<file path="src/rtl/core/c1ks_pkg.sv">
// Types, constants and functions shared by the Crypto1 keystream cipher unit.
// No dependencies.
`timescale 1ns / 1ps

package c1ks_pkg;

  localparam int unsigned HALF_W  = 24;
  localparam int unsigned KEY_W   = 48;
  localparam int unsigned DATA_W  = 32;
  localparam int unsigned STEP_W  = 5;

  localparam logic [HALF_W-1:0] TAPS_ODD  = 24'h29CE5C;
  localparam logic [HALF_W-1:0] TAPS_EVEN = 24'h870804;

  // Two-level nonlinear filter: five first-level nibble functions feed a
  // 5-to-1 output function.
  localparam logic [19:0] FILT_A = 20'hf22c0;
  localparam logic [19:0] FILT_B = 20'h6c9c0;
  localparam logic [19:0] FILT_C = 20'h3c8b0;
  localparam logic [19:0] FILT_D = 20'h1e458;
  localparam logic [19:0] FILT_E = 20'h0d938;
  localparam logic [31:0] FILT_OUT = 32'hEC57E80A;

  // Word action feeds bytes in ISO 14443A order: bit position = step ^ 24.
  localparam logic [STEP_W-1:0] WORD_SWIZZLE = 5'd24;

  localparam logic [STEP_W-1:0] LAST_BIT  = 5'd0;
  localparam logic [STEP_W-1:0] LAST_BYTE = 5'd7;
  localparam logic [STEP_W-1:0] LAST_WORD = 5'd31;

  typedef enum logic [1:0] {
    ACT_LOAD = 2'd0,
    ACT_BIT  = 2'd1,
    ACT_BYTE = 2'd2,
    ACT_WORD = 2'd3
  } action_t;

  typedef struct packed {
    logic capture;   // take a new transaction from the request channel
    logic step;      // run one LFSR step
    logic push;      // move the result into the output register
    logic key_wr;    // write the key register
  } cmd_t;

  typedef struct packed {
    logic is_load;   // request action is a key load
    logic last_step; // current step is the final one of the action
  } status_t;

  function automatic logic filter_bit(input logic [HALF_W-1:0] v);
    logic [4:0] sel;
    sel[4] = FILT_A[{1'b0, v[3:0]}   + 5'd4];
    sel[3] = FILT_B[{1'b0, v[7:4]}   + 5'd3];
    sel[2] = FILT_C[{1'b0, v[11:8]}  + 5'd2];
    sel[1] = FILT_D[{1'b0, v[15:12]} + 5'd1];
    sel[0] = FILT_E[{1'b0, v[19:16]}];
    return FILT_OUT[sel];
  endfunction

  // Odd half bit (23-k) = key bit ((46-2k)^7), even half bit (23-k) = key bit ((47-2k)^7).
  function automatic logic [2*HALF_W-1:0] key_to_halves(input logic [KEY_W-1:0] key);
    logic [HALF_W-1:0] odd_h;
    logic [HALF_W-1:0] even_h;
    for (int k = 0; k < HALF_W; k++) begin
      odd_h[HALF_W-1-k]  = key[(46 - 2*k) ^ 7];
      even_h[HALF_W-1-k] = key[(47 - 2*k) ^ 7];
    end
    return {odd_h, even_h};
  endfunction

endpackage

</file>
<file path="src/rtl/core/c1ks_dp.sv">
// Datapath of the Crypto1 keystream cipher unit: key register, LFSR halves,
// step counter, keystream accumulator and output register. Uses c1ks_pkg.
`timescale 1ns / 1ps

module c1ks_dp
  import c1ks_pkg::*;
(
  input  logic               clk,
  input  logic               rst,
  input  cmd_t               cmd,
  output status_t            sts,
  input  logic [KEY_W-1:0]   cipher_key,
  input  logic [1:0]         action,
  input  logic [DATA_W-1:0]  data_in,
  input  logic               feed_keystream,
  output logic [DATA_W-1:0]  keystream
);

  logic [KEY_W-1:0]  key;
  logic [HALF_W-1:0] odd_half;
  logic [HALF_W-1:0] even_half;
  action_t           act;
  logic [DATA_W-1:0] data;
  logic              feed;
  logic [STEP_W-1:0] step_cnt;
  logic [DATA_W-1:0] ks_acc;

  logic [STEP_W-1:0] last_idx;
  logic [STEP_W-1:0] pos;
  logic              ks_bit;
  logic              fb;
  logic [HALF_W-1:0] shifted_even;
  logic [2*HALF_W-1:0] loaded;

  always_comb begin
    case (act)
      ACT_BIT:  last_idx = LAST_BIT;
      ACT_BYTE: last_idx = LAST_BYTE;
      ACT_WORD: last_idx = LAST_WORD;
      default:  last_idx = LAST_BIT;
    endcase
  end

  assign pos    = (act == ACT_WORD) ? (step_cnt ^ WORD_SWIZZLE) : step_cnt;
  assign ks_bit = filter_bit(odd_half);
  assign fb     = ^{(odd_half & TAPS_ODD), (even_half & TAPS_EVEN), data[pos], ks_bit & feed};
  assign shifted_even = {even_half[HALF_W-2:0], fb};
  assign loaded = key_to_halves(key);

  assign sts.is_load   = (action_t'(action) == ACT_LOAD);
  assign sts.last_step = (step_cnt == last_idx);

  always_ff @(posedge clk) begin
    if (rst) begin
      key       <= '0;
      odd_half  <= '0;
      even_half <= '0;
      act       <= ACT_LOAD;
      step_cnt  <= '0;
    end else begin
      if (cmd.key_wr) begin
        key <= cipher_key;
      end
      if (cmd.capture) begin
        act      <= action_t'(action);
        step_cnt <= '0;
        if (sts.is_load) begin
          odd_half  <= loaded[2*HALF_W-1:HALF_W];
          even_half <= loaded[HALF_W-1:0];
        end
      end else if (cmd.step) begin
        // shift feedback into even half, then swap halves
        odd_half  <= shifted_even;
        even_half <= odd_half;
        step_cnt  <= step_cnt + 1'b1;
      end
    end
  end

  always_ff @(posedge clk) begin
    if (cmd.capture) begin
      data   <= data_in;
      feed   <= feed_keystream;
      ks_acc <= '0;
    end else if (cmd.step) begin
      ks_acc[pos] <= ks_bit;
    end
    if (cmd.push) begin
      keystream <= ks_acc;
    end
  end

endmodule

</file>
<file path="src/rtl/core/c1ks_ctrl.sv">
// Controller of the Crypto1 keystream cipher unit: accept, step and result
// handoff sequencing plus the output valid flag. Uses c1ks_pkg.
`timescale 1ns / 1ps

module c1ks_ctrl
  import c1ks_pkg::*;
(
  input  logic    clk,
  input  logic    rst,
  input  logic    req_valid,
  output logic    req_stall,
  output logic    rsp_valid,
  input  logic    rsp_stall,
  input  logic    cfg_valid,
  output logic    cfg_ready,
  input  status_t sts,
  output cmd_t    cmd
);

  typedef enum logic [2:0] {
    S_IDLE = 3'b001,
    S_RUN  = 3'b010,
    S_DONE = 3'b100
  } state_t;

  state_t state;
  state_t state_next;
  logic   slot_free;

  assign slot_free = !rsp_valid || !rsp_stall;
  assign req_stall = (state != S_IDLE);
  assign cfg_ready = 1'b1;

  always_comb begin
    state_next  = state;
    cmd.capture = 1'b0;
    cmd.step    = 1'b0;
    cmd.push    = 1'b0;
    cmd.key_wr  = cfg_valid && cfg_ready;
    case (state)
      S_IDLE: begin
        if (req_valid) begin
          cmd.capture = 1'b1;
          state_next  = sts.is_load ? S_DONE : S_RUN;
        end
      end
      S_RUN: begin
        cmd.step = 1'b1;
        if (sts.last_step) begin
          state_next = S_DONE;
        end
      end
      S_DONE: begin
        // hold the result until the output register frees up
        if (slot_free) begin
          cmd.push   = 1'b1;
          state_next = S_IDLE;
        end
      end
      default: begin
        state_next = S_IDLE;
      end
    endcase
  end

  always_ff @(posedge clk) begin
    if (rst) begin
      state     <= S_IDLE;
      rsp_valid <= 1'b0;
    end else begin
      state <= state_next;
      if (cmd.push) begin
        rsp_valid <= 1'b1;
      end else if (!rsp_stall) begin
        rsp_valid <= 1'b0;
      end
    end
  end

  a_push_sets_valid: assert property (@(posedge clk) disable iff (rst)
    cmd.push |=> rsp_valid)
    else $error("result push did not raise rsp_valid");

  a_push_slot_free: assert property (@(posedge clk) disable iff (rst)
    cmd.push |-> (!rsp_valid || !rsp_stall))
    else $error("result pushed over an untaken result");

  a_last_step_done: assert property (@(posedge clk) disable iff (rst)
    (state == S_RUN && sts.last_step) |=> (state == S_DONE))
    else $error("final step did not lead to result handoff");

  a_load_no_steps: assert property (@(posedge clk) disable iff (rst)
    (cmd.capture && sts.is_load) |=> (state == S_DONE && !cmd.step))
    else $error("key load ran LFSR steps");

endmodule

</file>
<file path="src/rtl/core/crypto1_keystream_cipher_unit.sv">
// Top level of the Crypto1 keystream cipher unit: joins controller and datapath.
// Depends on c1ks_pkg, c1ks_ctrl and c1ks_dp.
`timescale 1ns / 1ps

// Crypto1 stream cipher with a 48-bit key register written through the cfg
// channel (write only while no transaction is in flight). A load action puts
// the key into the LFSR; bit, byte and word actions run 1, 8 and 32 LFSR
// steps and return the keystream bits at the positions of the data_in bits
// fed in (word action in ISO 14443A byte order; load returns zero). The
// datapath runs one LFSR step per clock; a load goes from acceptance straight
// to result handoff, a clocking action first runs all of its steps.
// One transaction is worked at a time; the result sits in an output register,
// so the next request is taken while a result still waits on rsp_stall.

module crypto1_keystream_cipher_unit
  import c1ks_pkg::*;
(
  input  logic              clk,
  input  logic              rst,
  input  logic              cfg_valid,
  output logic              cfg_ready,
  input  logic [KEY_W-1:0]  cipher_key,
  input  logic              req_valid,
  output logic              req_stall,
  input  logic [1:0]        action,
  input  logic [DATA_W-1:0] data_in,
  input  logic              feed_keystream,
  output logic              rsp_valid,
  input  logic              rsp_stall,
  output logic [DATA_W-1:0] keystream
);

  cmd_t    cmd;
  status_t sts;

  c1ks_ctrl u_ctrl (
    .clk       (clk),
    .rst       (rst),
    .req_valid (req_valid),
    .req_stall (req_stall),
    .rsp_valid (rsp_valid),
    .rsp_stall (rsp_stall),
    .cfg_valid (cfg_valid),
    .cfg_ready (cfg_ready),
    .sts       (sts),
    .cmd       (cmd)
  );

  c1ks_dp u_dp (
    .clk            (clk),
    .rst            (rst),
    .cmd            (cmd),
    .sts            (sts),
    .cipher_key     (cipher_key),
    .action         (action),
    .data_in        (data_in),
    .feed_keystream (feed_keystream),
    .keystream      (keystream)
  );

endmodule
</file>
<file path="config.mk">
export PLATFORM = sky130hd
export DESIGN_NAME = crypto1_keystream_cipher_unit
export DESIGN_NICKNAME = d
export VERILOG_FILES = /design/src/rtl/core/c1ks_pkg.sv /design/src/rtl/core/c1ks_dp.sv /design/src/rtl/core/c1ks_ctrl.sv /design/src/rtl/core/crypto1_keystream_cipher_unit.sv
export SDC_FILE = /design/constraint.sdc
export NUM_CORES = 1
export LEC_CHECK = 0
export BUFFER_PORTS_ARGS = -buffer_cell sky130_fd_sc_hd__buf_2
export CORE_ASPECT_RATIO = 0.5
export CORE_MARGIN = 2
export CORE_UTILIZATION = 45
export DETAILED_ROUTE_END_ITERATION = 7
export GPL_TIMING_DRIVEN = 0
export MAX_ROUTING_LAYER = met4
export PLACE_DENSITY_LB_ADDON = 0.08
export SETUP_SLACK_MARGIN = 0.5
export SLEW_MARGIN = 10
export SYNTH_ARGS = -nofsm -noshare
export SYNTH_HDL_FRONTEND = slang
export SYNTH_SLANG_ARGS = --single-unit
</file>
<file path="constraint.sdc">
create_clock -name clk -period 5.9 [get_ports clk]
set_clock_uncertainty 0.15 [all_clocks]
set_input_delay 1.18 -clock clk [delete_from_list [all_inputs] [get_ports clk]]
set_output_delay 1.18 -clock clk [all_outputs]
set_load 0.01 [all_outputs]
</file>
## Yosys cells after proc, flatten, opt, wreduce, memory -nomap -nowiden

Memory sizes are Yosys's and may differ from the RTL's. A register that Yosys moved wholly into a read port is not among the register bits.
Index checks and enable logic that the tools add are counted.

| word-level totals | value |
|---|---|
| register bits | 204 |
| latch bits | 0 |
| RAM bits | 0 |
| memory bits (read-only) | 176 |
| bits of input ports | 88 |
| output and inout bits | 35 |
| logic and storage cells | 87 |
| memories | 6 |

| cells by class | value |
|---|---|
| add/sub/neg operators | 5 |
| multipliers | 0 |
| divide/modulo/power cells | 0 |
| order comparisons | 8 |
| equal/unequal tests | 12 |
| shift-type cells | 0 |
| muxes and demuxes | 33 |
| bitwise operators | 2 |
| reductions and logical operators | 10 |

Memory list:

| memory | depth | bits a word | read ports | clocked after Yosys merged registers in | wr ports | RTL line | text |
|---|---|---|---|---|---|---|---|
| (no name shown) | 32 | 1 | 1 | 0 | 0 | c1ks_pkg.sv:54 | `sel[2] = FILT_C[{1'b0, v[11:8]} + 5'd2];` |
| (no name shown) | 32 | 1 | 1 | 0 | 0 | c1ks_pkg.sv:55 | `sel[1] = FILT_D[{1'b0, v[15:12]} + 5'd1];` |
| (no name shown) | 32 | 1 | 1 | 0 | 0 | c1ks_pkg.sv:57 | `return FILT_OUT[sel];` |
| (no name shown) | 32 | 1 | 1 | 0 | 0 | c1ks_pkg.sv:52 | `sel[4] = FILT_A[{1'b0, v[3:0]} + 5'd4];` |
| (no name shown) | 32 | 1 | 1 | 0 | 0 | c1ks_pkg.sv:53 | `sel[3] = FILT_B[{1'b0, v[7:4]} + 5'd3];` |
| (no name shown) | 16 | 1 | 1 | 1 | 0 | c1ks_pkg.sv:56 | `sel[0] = FILT_E[{1'b0, v[19:16]}];` |

Operators by type and width:

| operator | count |
|---|---|
| $mux 24 | 6 |
| $reduce_xor 50->1 | 1 |
| $lt 5x6->1 const B | 6 |
| $bwmux 32 | 1 |
| $mux 1 | 15 |
| $mux 3 | 4 |
| $add 4x2->5 const B | 2 |
| $pmux 5 s2 | 1 |
| $pmux 3 s3 | 1 |
| $mux 4 | 2 |
| $lt 4x6->1 const B | 1 |
| $ne 2x1->1 const B | 3 |
| $add 4x1->5 const B | 1 |
| $add 4x3->5 const B | 1 |
| $add 5x1->5 const B | 1 |
| $bmux 1 s5 | 1 |
| $demux 1 s5 | 1 |
| $eq 5x5->1 | 1 |
| $ge 5x1->1 const B | 1 |
| $mux 5 | 1 |
| $eq 2x2->1 const B | 2 |
| $ne 2x2->1 const B | 2 |
| $eq 3x1->1 const B | 1 |
| $eq 3x2->1 const B | 1 |
| 12 further kinds | 13 |

## Depth between registers and ports, before layout

| depth | value |
|---|---|
| depth in word-level cells | 11 |
| gate-level depth with buffers | 12 |

## By module

From an unflattened synthesis, not the netlist that was laid out.

| second synthesis, totals | value |
|---|---|
| cell total of the unflattened synthesis | 778 |
| area total of the unflattened synthesis | 8687.1 sq um |

Modules (own cells, without submodules):

| module | instances | cells each | area an instance (sq um) |
|---|---|---|---|
| c1ks_dp | 1 | 750 | 8431.8 |
| c1ks_ctrl | 1 | 28 | 255.2 |

## Worst setup path after synthesis

Ideal clock, no wire load.

| timing path | value |
|---|---|
| path type | input-to-reg |
| start point | input port rsp_stall |
| end point | register u_dp.keystream[0] (enable) |
| library setup time | 0.432 ns |
| data arrival time | 2.785 ns |
| setup slack | 2.533 ns |
| cell stages on the path | 1 |
| cell sequence | a21oi_1 |

| between the ends | value |
|---|---|
| cells in the longest elaborated chain, start to end | 4 |

RTL lines:

| element | RTL line | text |
|---|---|---|
| start, declared | crypto1_keystream_cipher_unit.sv:29 | `input logic rsp_stall,` |
| $logic_not 1->1 | c1ks_ctrl.sv:30 | `assign slot_free = !rsp_valid \|\| !rsp_stall;` |
| $logic_or 1x1->1 | c1ks_ctrl.sv:30 |  |
| $mux 1 | c1ks_ctrl.sv:55 | `if (slot_free) begin` |
| $mux 1 | c1ks_ctrl.sv:40 | `case (state)` |
| end signal, assigned | c1ks_dp.sv:89 | `keystream <= ks_acc;` |
| end, declared | c1ks_dp.sv:16 | `output logic [DATA_W-1:0] keystream` |

Every way passes these cells.
A chain may end at the register's enable or synchronous reset.

==> results.toml <==
[outcome]
outcome = "finished, final reports clean"

[timing]
worstMarginPinSlew_ns = 0.8332
min_period_ns = 3.468
setup_ws_ns = 2.432
slew_headroom_pct = 44.45
finalCritPeriodShare_pct = 58.79
setup_tns_ns = 0
slew_violations = 0
fmax_mhz = 288.3
finalHoldViolCount = 0
setup_viol = 0
rsz0062_at_grt = "false"

[cts]
cts_tree = "built"
cts_resized = 0
postCtsSetupBuffers = 0
clk-insertion-delay-late_ns = 0.49
cts_made_buffers = 19
hold_buffers = 0
cts_max_level = 1
ctsLongestPathBuffers = 3
clockRootBuffer = "clkbuf_16"
cts_sinks = 205
cts.clk_slew.worst_paths_ns = 0.06

[worst_hold_path]
whs_path_depth = 0
hp-class = "flip-flop to flip-flop"
min_to = "u_dp.keystream[8]$_DFFE_PP_"
holdCritStartpoint = "u_dp.ks_acc[8]$_SDFFE_PP0P_"

[yosys]
synthesis.nets = 937
syn_inst = 838
yosys_warnings = 0
synth.area.top_cells = "dfxtp_1, edfxtp_1, nand2_1"
synth.avg_cell_area_um2 = 10.14
synthFlopType = "dfxtp_1"
ys_types = 61
yosysMostFrequentCell = "nand2_1"
synth_top_cells_by_count = "nand2_1, dfxtp_1, nor2_1"
synthesis.area_um2 = 8497
synth_top_area_share_pct = 32.98
synth_seq_cells = 205
synth_edf_count = 65
yosysSeqAreaShare_pct = 55.96
synthArstFlopShare_pct = 0
synth_largest_area_cell = "dfxtp_1"

[die]
die_area_um2 = 20060
io-pin-count = 123
initial_utilization_pct = 46.09
fp-row-count = 35
die_x_um = 198.3
die_h_um = 101.2
core_area_um2 = 18440

[layout]
utilization_pct = 54.69
nets = 1079
nFillCells = 1696
n_antenna_cell = 0
drive_gt1_share_pct = 18.83
final_cells = 1252
syn_to_final_growth_pct = 18.67
final_cell_area_um2 = 10080

[worst_setup_path]
crit_family = "compound AO/OA/AOI/OAI gates"
worstPathMaxFanout = 10
worstSetupStartpointType = "primary input"
cp.required_ns = 6.11
path_class = "primary input to flip-flop"
crit_arrival_ns = 3.68
critPathMaxStageDelay_ns = 0.46
r2r_cells = 8
crit_buf_inv = 2
r2r_start = "u_ctrl.state[1]$_SDFFE_PP0P_"
path_cells = "buf_2 > nand3_2 > o31ai_4 > clkbuf_1 > nor2_1 > a311oi_1 > ha_1 > mux4_2"
critPathSlowestCell = "o31ai_4"
regToRegSetupSlack_ns = 2.63
worst_setup_path_end_kind = "flip-flop"

[routing]
antenna_left = 0
drc = 0
drtIter0Drc = 334
top_layer = "met4"
vias = 6452
first_pass_iters = 4
dr_wl_met3_mm = 1.066
wl_met2_mm = 9.071
wl_met1_mm = 9.614
post_drt_wl_per_cell_um = 16.02
viasPerCell = 5.153
drt-total-wl_mm = 20.05

[placement]
placed_area_um2 = 9477
place_congestion = 0.8550
dp_cells = 1218
io_buffers = 119
dp_slack_ns = 1.942
hpwlAfterDp_mm = 14.49

[global_route]
grt_pass1_wl_mm = 31.37
grt_pass1_vias = 5995
grt_max_degree = 39
overflow = 0
grt_antenna_before_repair = 0
track_usage_pct = 20.63

[power]
peakVddDrop_v = 0.0001838
p_leak_nw = 3.798
pwr-share-comb_pct = 11.2
power_per_cell_area_nw_per_um2 = 309.1
p_seq_share_pct = 50.0
pwr-share-clk_pct = 38.9
switching_power_mw = 0.7631
sw_frac_of_total_pct = 24.48
p_int_mw = 2.354

[run]
max-cap-violations = 0
==> logic make-up after synthesis <==
kind of cell | after synthesis | synth area share, %
AO/OA/AOI/OAI | 129 | 10.65
XOR/XNOR | 21 | 2.165
adder cells (fa/ha/maj) | 12 | 1.738
buffers and inverters | 73 | 4.035
flip-flops | 205 | 55.96
multiplexers | 62 | 8.629
other | 1 | 0.04413
AND/OR/NAND/NOR | 335 | 16.79
==> worst register-to-register path, delay by kind of cell (launching register included) <==
| kind | cells | cell delay (ns) |
|---|---|---|
| AOI/OAI and AO/OA | 2 | 0.88 |
| DFF | 1 | 0.37 |
| and+or+nand+nor | 3 | 0.50 |
| buffers and inverters | 1 | 0.47 |
| muxes | 1 | 0.46 |
| adders and majority gates | 1 | 0.31 |
==> worst max path at each step <==
stage	from	to	depth (start not counted)
2_1_floorplan	rsp_stall	u_dp.keystream[0]$_DFFE_PP_	1
3_3_place_gp	rsp_stall	u_dp.keystream[15]$_DFFE_PP_	2
3_5_place_dp	req_valid	flip-flop	8
4_1_cts	req_valid	flip-flop	8
5_1_grt	req_valid	flip-flop	8
6_report	req_valid	flip-flop	8
==> registers in the layout, summed over array words and instances, names as in the netlist, 2 cells and up, named ones only <==
signal,cells
u_ctrl.state,3
u_dp.step_cnt,5
u_dp.data,32
u_dp.odd_half,24
u_dp.keystream,32
u_dp.ks_acc,32
u_dp.key,48
u_dp.even_half,24
u_dp.act,2
==> cells in the final DEF (no fill, tap or decap), drive strengths merged, types with 16 or more instances in the layout <==
cell type  netlist  layout
nand3           16      16
o21ai           25      25
clkbuf          44      72
dfxtp          140     140
mux2i           53      53
a21oi           41      41
buf             15     136
nand2          151     151
a311oi          47      47
nor2           132     132
edfxtp          65      65
==> power groups by stage <==
stage	Combinational (mW)	Clock (mW)	Sequential (mW)
5_1_grt	0.383	1.31	1.56
2_1_floorplan	0.245	0	1.58
3_3_place_gp	0.339	0	1.59
6_report	0.349	1.21	1.56
4_1_cts	0.351	1.24	1.56
3_5_place_dp	0.350	0	1.59
==> metrics by stage <==
stage	hold slack [ns]	power, mW
floorplan	0.2519	1.820
global placement	0.2595	1.926
detailed placement	0.2624	1.939
CTS	0.2780	3.152
global route	0.2965	3.258
finish	0.2776	3.117
==> layer usage <==
metal | up-vias | track usage, %
met4 | 0 | 4.685
met5 | - | -
met1 | 3057 | 28.60
met2 | 159 | 31.69
li1 | 3214 | -
met3 | 22 | 3.696
==> final cells by class <==
class                      count  area, um2  area share, %
sequential                   205       4755          47.15
buffer                        59      291.5          2.891
clock inverter                 6      56.30         0.5584
inverter                      14      52.55         0.5212
timing repair buffer         121      643.1          6.378
multi-input combinational    560       3411          33.83
tap                          259      324.1          3.214
clock buffer                  28      550.5          5.460
No activity file was read; power rests on OpenSTA's default activity.
